===== src/rtl/mst_pkg.sv =====
// Package for the multiplexed software timers: sizes, codes, types.
// No dependencies.
`timescale 1ns / 1ps
package mst_pkg;

  localparam int NUM_TIMERS  = 8;
  localparam int MAX_RESULTS = 8;
  localparam int ID_W        = 3;
  localparam int DW          = 32;
  localparam int TIDX_W      = (NUM_TIMERS > 1) ? $clog2(NUM_TIMERS) : 1;
  localparam int IDX_EXT_W   = (TIDX_W > ID_W) ? TIDX_W : ID_W;
  localparam int CNT_W       = $clog2(NUM_TIMERS + 1);
  localparam int RES_W       = $clog2(MAX_RESULTS + 1);

  typedef enum logic [1:0] {
    ACT_TICK  = 2'd0,
    ACT_START = 2'd1,
    ACT_STOP  = 2'd2,
    ACT_QUERY = 2'd3
  } action_t;

  typedef enum logic [0:0] {
    KIND_STATUS = 1'b0,
    KIND_EXPIRY = 1'b1
  } kind_t;

  typedef enum logic [2:0] {
    ST_IDLE,
    ST_CMD,
    ST_SCAN,
    ST_DECIDE,
    ST_REPLY
  } state_t;

  typedef struct packed {
    logic              set;
    logic              clr;
    logic [TIDX_W-1:0] idx;
    logic [DW-1:0]     deadline;
  } tf_ctrl_t;

endpackage


===== src/rtl/mst_if.sv =====
// Stream interfaces for request and result beats of the timer block.
// Depends on mst_pkg.
`timescale 1ns / 1ps
interface mst_req_if import mst_pkg::*; ();
  logic            valid;
  logic            ready;
  logic [1:0]      action;
  logic [ID_W-1:0] timer_id;
  logic [DW-1:0]   duration;

  modport source (output valid, action, timer_id, duration, input ready);
  modport sink   (input valid, action, timer_id, duration, output ready);
endinterface

interface mst_rsp_if import mst_pkg::*; ();
  logic            valid;
  logic            ready;
  logic            result_kind;
  logic [ID_W-1:0] which_timer;
  logic            refused;
  logic            ended;
  logic            last;

  modport source (output valid, result_kind, which_timer, refused, ended, last,
                  input ready);
  modport sink   (input valid, result_kind, which_timer, refused, ended, last,
                  output ready);
endinterface


===== src/rtl/multiplexed_software_timers.sv =====
// Top level of the multiplexed software timers: sequencer, shared counter,
// scan comparator and result register. Depends on mst_pkg, mst_if, mst_timer_file.
//
//   channel  dir  handshake        payload
//   req      in   valid/ready      action, timer_id, duration
//   rsp      out  valid/ready      result_kind, which_timer, refused, ended, last
//   cfg      in   cfg_wr_en        cfg_wr_data (prescale)
//
// Start, stop and query hold the block in ST_CMD and ST_REPLY; ST_REPLY registers the beat.
// A tick with k expiries, k < MAX_RESULTS, runs k+1 passes of ST_SCAN and ST_DECIDE before
// its final beat is issued (none if k = 0); MAX_RESULTS expiries skip the closing pass.
// Each pass compares one deadline a cycle to find the earliest expiry.
// Reset is synchronous; no timer is active and the counter is zero afterwards.
// A stalled rsp holds the sequencer only when a further beat must leave.
`timescale 1ns / 1ps
module multiplexed_software_timers import mst_pkg::*; (
  input  logic          clk,
  input  logic          rst,
  mst_req_if.sink       req,
  mst_rsp_if.source     rsp,
  input  logic          cfg_wr_en,
  input  logic [DW-1:0] cfg_wr_data
);

  state_t state, state_next;

  logic [DW-1:0]         prescale;
  logic [DW-1:0]         counter;
  logic [DW-1:0]         pcount;
  logic [DW-1:0]         counter_new;
  logic [DW-1:0]         pcount_new;

  action_t               act_q;
  logic [ID_W-1:0]       id_q;
  logic [DW-1:0]         dur_q;

  logic [TIDX_W-1:0]     scan_idx;
  logic [TIDX_W-1:0]     best_idx;
  logic [DW-1:0]         best_dl;
  logic                  none;
  logic [RES_W-1:0]      count;

  logic                  pend_v;
  logic                  pend_kind;
  logic [ID_W-1:0]       pend_id;
  logic                  pend_ref;
  logic                  pend_end;
  logic                  pend_last;

  tf_ctrl_t              tf_ctrl;
  logic [DW-1:0]         rd_dl;
  logic [NUM_TIMERS-1:0] active;
  logic [CNT_W-1:0]      total;
  logic                  emptied;

  logic [IDX_EXT_W-1:0]  id_ext;
  logic [TIDX_W-1:0]     id_idx;
  logic [IDX_EXT_W-1:0]  best_ext;
  logic                  id_valid;
  logic                  refused_c;
  logic                  hit;
  logic                  out_free;
  logic                  emit;
  logic                  take;

  mst_timer_file u_tf (
    .clk         (clk),
    .rst         (rst),
    .ctrl        (tf_ctrl),
    .rd_idx      (scan_idx),
    .rd_deadline (rd_dl),
    .active      (active),
    .total       (total),
    .emptied     (emptied)
  );

  assign id_ext    = IDX_EXT_W'(id_q);
  assign id_idx    = id_ext[TIDX_W-1:0];
  assign best_ext  = IDX_EXT_W'(best_idx);
  assign id_valid  = 32'(id_q) < 32'(NUM_TIMERS);
  assign refused_c = !id_valid || (total == CNT_W'(NUM_TIMERS));
  assign out_free  = !rsp.valid || rsp.ready;
  assign hit       = active[scan_idx] && (none ? (rd_dl <= best_dl) : (rd_dl < best_dl));
  assign take      = !none && (!pend_v || out_free);

  always_comb begin
    if (pcount >= prescale) begin
      pcount_new  = '0;
      counter_new = counter + DW'(1);
    end else begin
      pcount_new  = pcount + DW'(1);
      counter_new = counter;
    end
  end

  always_ff @(posedge clk) begin
    if (rst) state <= ST_IDLE;
    else     state <= state_next;
  end

  always_comb begin
    state_next = state;
    tf_ctrl    = '0;
    emit       = 1'b0;
    req.ready  = 1'b0;
    unique case (state)
      ST_IDLE: begin
        req.ready = !rst;
        if (req.valid) state_next = ST_CMD;
      end
      ST_CMD: begin
        state_next = ST_REPLY;
        unique case (act_q)
          ACT_TICK: begin
            state_next = (total == '0) ? ST_IDLE : ST_SCAN;
          end
          ACT_START: begin
            if (!refused_c) begin
              tf_ctrl.set      = 1'b1;
              tf_ctrl.idx      = id_idx;
              tf_ctrl.deadline = counter + dur_q;
            end
          end
          ACT_STOP: begin
            if (id_valid) begin
              tf_ctrl.clr = 1'b1;
              tf_ctrl.idx = id_idx;
            end
          end
          ACT_QUERY: begin
          end
        endcase
      end
      ST_SCAN: begin
        if (scan_idx == TIDX_W'(NUM_TIMERS - 1)) state_next = ST_DECIDE;
      end
      ST_DECIDE: begin
        if (none) begin
          state_next = pend_v ? ST_REPLY : ST_IDLE;
        end else if (take) begin
          tf_ctrl.clr = 1'b1;
          tf_ctrl.idx = best_idx;
          emit        = pend_v;
          state_next  = (count == RES_W'(MAX_RESULTS - 1)) ? ST_REPLY : ST_SCAN;
        end
      end
      ST_REPLY: begin
        if (out_free) begin
          emit       = 1'b1;
          state_next = ST_IDLE;
        end
      end
      default: state_next = ST_IDLE;
    endcase
  end

  always_ff @(posedge clk) begin
    if (req.valid && req.ready) begin
      act_q <= action_t'(req.action);
      id_q  <= req.timer_id;
      dur_q <= req.duration;
    end
  end

  always_ff @(posedge clk) begin
    if (rst) begin
      prescale <= '0;
      counter  <= '0;
      pcount   <= '0;
      pend_v   <= 1'b0;
      count    <= '0;
      none     <= 1'b1;
      scan_idx <= '0;
    end else begin
      if (cfg_wr_en) prescale <= cfg_wr_data;
      unique case (state)
        ST_CMD: begin
          if (act_q == ACT_TICK) begin
            if (total != '0) begin
              pcount   <= pcount_new;
              counter  <= counter_new;
              best_dl  <= counter_new;
              scan_idx <= '0;
              none     <= 1'b1;
              count    <= '0;
              pend_v   <= 1'b0;
            end
          end else begin
            pend_v    <= 1'b1;
            pend_kind <= KIND_STATUS;
            pend_id   <= id_q;
            pend_ref  <= (act_q == ACT_START) && refused_c;
            pend_end  <= (act_q == ACT_QUERY) && !(id_valid && active[id_idx]);
            pend_last <= 1'b1;
          end
        end
        ST_SCAN: begin
          if (hit) begin
            none     <= 1'b0;
            best_idx <= scan_idx;
            best_dl  <= rd_dl;
          end
          if (scan_idx == TIDX_W'(NUM_TIMERS - 1)) scan_idx <= '0;
          else                                     scan_idx <= scan_idx + TIDX_W'(1);
        end
        ST_DECIDE: begin
          if (none) begin
            pend_last <= 1'b1;
          end else if (take) begin
            pend_v    <= 1'b1;
            pend_kind <= KIND_EXPIRY;
            pend_id   <= best_ext[ID_W-1:0];
            pend_ref  <= 1'b0;
            pend_end  <= 1'b0;
            pend_last <= (count == RES_W'(MAX_RESULTS - 1));
            count     <= count + RES_W'(1);
            scan_idx  <= '0;
            none      <= 1'b1;
            best_dl   <= counter;
          end
        end
        ST_REPLY: begin
          if (out_free) pend_v <= 1'b0;
        end
        ST_IDLE: begin
        end
        default: begin
        end
      endcase
      if (emptied) begin
        counter <= '0;
        pcount  <= '0;
      end
    end
  end

  always_ff @(posedge clk) begin
    if (rst) begin
      rsp.valid <= 1'b0;
    end else if (emit) begin
      rsp.valid <= 1'b1;
    end else if (rsp.ready) begin
      rsp.valid <= 1'b0;
    end
  end

  always_ff @(posedge clk) begin
    if (emit) begin
      rsp.result_kind <= pend_kind;
      rsp.which_timer <= pend_id;
      rsp.refused     <= pend_ref;
      rsp.ended       <= pend_end;
      rsp.last        <= pend_last;
    end
  end

endmodule


===== src/rtl/mst_timer_file.sv =====
// Timer file: active flags, deadline registers and the active count.
// Depends on mst_pkg.
`timescale 1ns / 1ps
module mst_timer_file import mst_pkg::*; (
  input  logic                  clk,
  input  logic                  rst,
  input  tf_ctrl_t              ctrl,
  input  logic [TIDX_W-1:0]     rd_idx,
  output logic [DW-1:0]         rd_deadline,
  output logic [NUM_TIMERS-1:0] active,
  output logic [CNT_W-1:0]      total,
  output logic                  emptied
);

  logic [DW-1:0] deadlines [NUM_TIMERS];

  assign rd_deadline = deadlines[rd_idx];
  assign emptied = ctrl.clr && active[ctrl.idx] && (total == CNT_W'(1));

  always_ff @(posedge clk) begin
    if (rst) begin
      active <= '0;
      total  <= '0;
    end else if (ctrl.set) begin
      active[ctrl.idx] <= 1'b1;
      if (!active[ctrl.idx]) total <= total + CNT_W'(1);
    end else if (ctrl.clr && active[ctrl.idx]) begin
      active[ctrl.idx] <= 1'b0;
      total <= total - CNT_W'(1);
    end
  end

  always_ff @(posedge clk) begin
    if (ctrl.set) deadlines[ctrl.idx] <= ctrl.deadline;
  end

endmodule


===== src/flat_wrapper.sv =====
// flat-port wrapper written by rule: the top's interface ports become plain ports
module multiplexed_software_timers_flat import mst_pkg::*;
  (clk, rst, cfg_wr_en, cfg_wr_data, req_valid, req_action, req_timer_id, req_duration, req_ready, rsp_valid, rsp_result_kind, rsp_which_timer, rsp_refused, rsp_ended, rsp_last, rsp_ready);
  mst_req_if req_i ();
  mst_rsp_if rsp_i ();
  input  logic clk;
  input  logic rst;
  input  logic cfg_wr_en;
  input  logic [DW-1:0] cfg_wr_data;
  input wire logic [$bits(req_i.valid)-1:0] req_valid;
  input wire logic [$bits(req_i.action)-1:0] req_action;
  input wire logic [$bits(req_i.timer_id)-1:0] req_timer_id;
  input wire logic [$bits(req_i.duration)-1:0] req_duration;
  output wire logic [$bits(req_i.ready)-1:0] req_ready;
  output wire logic [$bits(rsp_i.valid)-1:0] rsp_valid;
  output wire logic [$bits(rsp_i.result_kind)-1:0] rsp_result_kind;
  output wire logic [$bits(rsp_i.which_timer)-1:0] rsp_which_timer;
  output wire logic [$bits(rsp_i.refused)-1:0] rsp_refused;
  output wire logic [$bits(rsp_i.ended)-1:0] rsp_ended;
  output wire logic [$bits(rsp_i.last)-1:0] rsp_last;
  input wire logic [$bits(rsp_i.ready)-1:0] rsp_ready;
  assign req_i.valid = req_valid;
  assign req_i.action = req_action;
  assign req_i.timer_id = req_timer_id;
  assign req_i.duration = req_duration;
  assign req_ready = req_i.ready;
  assign rsp_valid = rsp_i.valid;
  assign rsp_result_kind = rsp_i.result_kind;
  assign rsp_which_timer = rsp_i.which_timer;
  assign rsp_refused = rsp_i.refused;
  assign rsp_ended = rsp_i.ended;
  assign rsp_last = rsp_i.last;
  assign rsp_i.ready = rsp_ready;
  multiplexed_software_timers u_core (.clk(clk), .rst(rst), .req(req_i), .rsp(rsp_i), .cfg_wr_en(cfg_wr_en), .cfg_wr_data(cfg_wr_data));
endmodule

===== config.mk =====
export PLATFORM = sky130hd
export DESIGN_NAME = multiplexed_software_timers_flat
export DESIGN_NICKNAME = d
export VERILOG_FILES = /design/src/rtl/mst_pkg.sv /design/src/rtl/mst_if.sv /design/src/rtl/multiplexed_software_timers.sv /design/src/rtl/mst_timer_file.sv /design/src/flat_wrapper.sv
export SDC_FILE = /design/constraint.sdc
export NUM_CORES = 1
export LEC_CHECK = 0
export ABC_CLOCK_PERIOD_IN_PS = 10000
export BUFFER_PORTS_ARGS = -buffer_cell sky130_fd_sc_hd__buf_2
export CAP_MARGIN = 5
export CORE_ASPECT_RATIO = 0.9
export CORE_MARGIN = 2
export CORE_UTILIZATION = 60
export CTS_CLUSTER_SIZE = 40
export DETAILED_ROUTE_END_ITERATION = 12
export MAX_ROUTING_LAYER = met4
export PLACE_DENSITY_LB_ADDON = 0.25
export SYNTH_ARGS = -nofsm -noshare
export SYNTH_HDL_FRONTEND = slang
export SYNTH_SLANG_ARGS = --single-unit

===== constraint.sdc =====
create_clock -name clk -period 10 [get_ports clk]
set_clock_uncertainty 0.2 [all_clocks]
set_input_delay 1.5 -clock clk [delete_from_list [all_inputs] [get_ports clk]]
set_output_delay 1.5 -clock clk [all_outputs]
set_load 0.005 [all_outputs]

==> impl_results.md <==
* Status: complete, no violations
* Synthesized cell area at around 0.022 mm^2
* Die H at 186 um
* Nets at 2041
* Vias in the first global route at about 14000
* Core box area at approximately 0.036 mm^2
* Hold Path Cell Cnt at 0
* Top Ports at just over 80
* Area leader, netlist: edfxtp_1
* Layout area overhead at 11.7%
* Cell Area, Placed at approximately 0.023 mm^2
* Post-route DRC at 0
* Largest cells by area after synthesis: edfxtp_1 (46%), dfxtp_1 (11%), mux4_2 (7.1%)
* RSZ-0062 raised after global routing: no
* Clock transition at path regs at approximately 60 ps
* Hold Crit Class: reg2reg
* Cell with the most instances after synthesis: edfxtp_1
* Yosys top cell area share at 0.463
* Fmax at 0.181 GHz
* CP Capture Type: flop
* Starting density of the core at 0.612
* CTS resizes at 0
* Drt via density at about 6.3
* Final Cycle Share at 0.553
* Hold endpoint: u_core.rsp.result_kind$_DFFE_PP_
* Syn. warnings at 0
* Setup violators final at 0
* First-pass GRT wire length at approximately 80000 um
* Post-route cell area at roughly 0.025 mm^2
* Final Power at between 4 and 5 mW
* Post-synth ARST share at 0
* Dpl ws at about 4500 ps
* Initial antenna violation count at 1
* CTS Buffer Depth at 3
* Max Slew Vio Count at 0
* Placed Cells at between 2000 and 2500
* Hold_ws at 219 ps
* Leakage power at 9.12 nW
* Global route total overflow at 0
* Final core utilization at 0.683
* # clock sinks at roughly 470
* Setup ws final at between 4000 and 5000 ps
* Worst Reg-to-Reg Cells at 14
* Post-detailed-placement half-perimeter wirelength at between 30000 and 40000 um
* Post-layout min period at ~5500 ps
* Clk_lat worst skew at 570 ps
* Fin Setup TNS at 0 ps
* Ratio of cells with drive above 1 in the final layout at 0.161
* Most used flip-flop cell after synthesis: edfxtp_1
* Port Buffer Count at just over 80
* Synth Area per Inst at around 12 um^2
* Most frequent cells after synthesis: edfxtp_1 (342), nor2_1 (192), dfxtp_1 (124), nand2_1 (116), ha_1 (107)
* Hold_buf cts at 0
* Sequential area share after synthesis at 0.575
* Final ANT Viol Nets at 0
* CP Launch Type: flop
* Yosys reg bits at between 400 and 500
* Clk root buf: clkbuf_16
* Critical path class: reg2reg
* DR iter-0 viols at 1749
* Gr usage total at 0.279
* TritonCTS buffer count at 46
* Number of synthesized flops with an enable pin at between 300 and 400
* Reg2Reg Setup Slack at approximately 4500 ps
* Slew margin rel. at 0.247
* CTS tree: yes
* Setup bufs post-CTS at 0
* GPL Wtd Cong at 0.915
* Required time worst endpoint at between 10000 and 15000 ps
* Max_cap viols at 0
* Slew @ Worst Pin at between 1000 and 1500 ps
* Vias at roughly 15000
* Wirelength per Cell at 21.7 um
* Peak VDD IR at about 0.00017 V
* Critical R2R Capture: u_core.best_dl[23]$_DFFE_PP_
* Fin cells at 2374
* Die width at a little over 200 um
* Netlist cell types at 76
* Post-synthesis cell count at 1778
* H-tree depth at 2
* Power Density at about 170 mW/mm^2
* Final Hold Viols at 0
* Worst-path fanout max at 33
* Worst hold start: u_core.pend_kind$_DFFE_PP_
* CP Data Arrival Time at 5540 ps
* Largest net degree at the start of global routing at 64
* Syn_nets at approximately 2000
* DR pass1 iterations at 8
* Final WL at between 50000 and 60000 um
* Die area at 0.0385 mm^2
* Rows at 66
power by group:
part | leakage [nW] | total (mW) | switching, mW | internal (mW)
clock | 0.811 | 1.91 | 0.736 | 1.17
sequential | 4.17 | 2.09 | 0.0141 | 2.08
combinational | 4.14 | 0.130 | 0.0762 | 0.0535
total | 9.12 | 4.13 | 0.826 | 3.30
worst max-delay path by stage:
stage                     from                           end  slack, ps  cells after the start
after floorplan           flop   u_core.best_dl[0]$_DFFE_PP_       3440                     14
after global placement    flop  u_core.best_dl[12]$_DFFE_PP_       4540                     14
after global routing      flop  u_core.best_dl[23]$_DFFE_PP_       4150                     14
final                     flop  u_core.best_dl[23]$_DFFE_PP_       4470                     14
after detailed placement  flop  u_core.best_dl[12]$_DFFE_PP_       4480                     14
after CTS                 flop   u_core.best_dl[7]$_DFFE_PP_       4450                     14
state kept, by name, summed over array words and instances (netlist names), 4 cells and up, named ones only:
register / cells
u_core.pcount: 32
u_core.count: 4
u_core.counter: 32
u_core.u_tf.total: 4
u_core.dur_q: 32
u_core.prescale: 32
u_core.best_dl: 32
u_core.u_tf.deadlines: 256
cell usage in the layout (no fill, tap or decap), drive strengths merged, types with 5 or more instances in the layout:
master	instances
nand4	26
clkinv	11
nand2	118
a22oi	7
dfxtp	124
nand2b	10
o21bai	7
or3	7
o21a	10
xor2	57
a21o	33
and3	27
nand3	60
buf	106
o22ai	8
ha	107
nor2b	9
nor4	5
nor2	194
nor3	34
inv	94
a31oi	10
clkbuf	60
xnor2	27
bufinv	10
mux4	70
mux2i	37
nor3b	7
and2	12
o211ai	8
o21ai	56
a311oi	6
a21oi	86
o311ai	9
mux2	33
a211oi	17
edfxtp	342
worst max-delay path: stages (launching register included):
cell and delay (ps):
dfxtp_4 780, buf_4 670, mux4_2 580, mux2_2 290
ha_1 290, a21o_1 180, a21o_1 180, a21oi_1 160
nor2_1 60, a211oi_1 390, o211ai_1 150, a21oi_1 170
o21ai_0 250, a211oi_4 320, buf_4 440
layer usage:
layer  global-route usage  routed length (um)
met1                0.404               21900
met2                0.415               23600
met5                    -                   0
met4               0.0681                1110
met3               0.0447                4810
cell type report:
cell class	count	area, um^2
Inverter	93	349
Tap cell	476	596
Multi-Input combinational cell	1146	8770
Timing Repair Buffer	106	591
Clock inverter	26	400
Clock buffer	60	1290
Sequential cell	466	12800
Antenna cell	1	2.50
Fill cell	2549	11500
kinds of logic (layout without fill, tap and decap cells):
| logic type | Yosys count | in the layout | share of synthesized area |
|---|---|---|---|
| other | 0 | 1 | 0 |
| buffers and inverters | 166 | 285 | 0.0297 |
| and+or+nand+nor | 521 | 521 | 0.109 |
| AOI/OAI and AO/OA | 293 | 293 | 0.0866 |
| xor gates and xnor gates | 84 | 84 | 0.0332 |
| adders and majority gates | 108 | 108 | 0.0613 |
| DFF | 466 | 466 | 0.575 |
| muxes | 140 | 140 | 0.105 |
No activity file was read; power rests on OpenSTA's default activity.
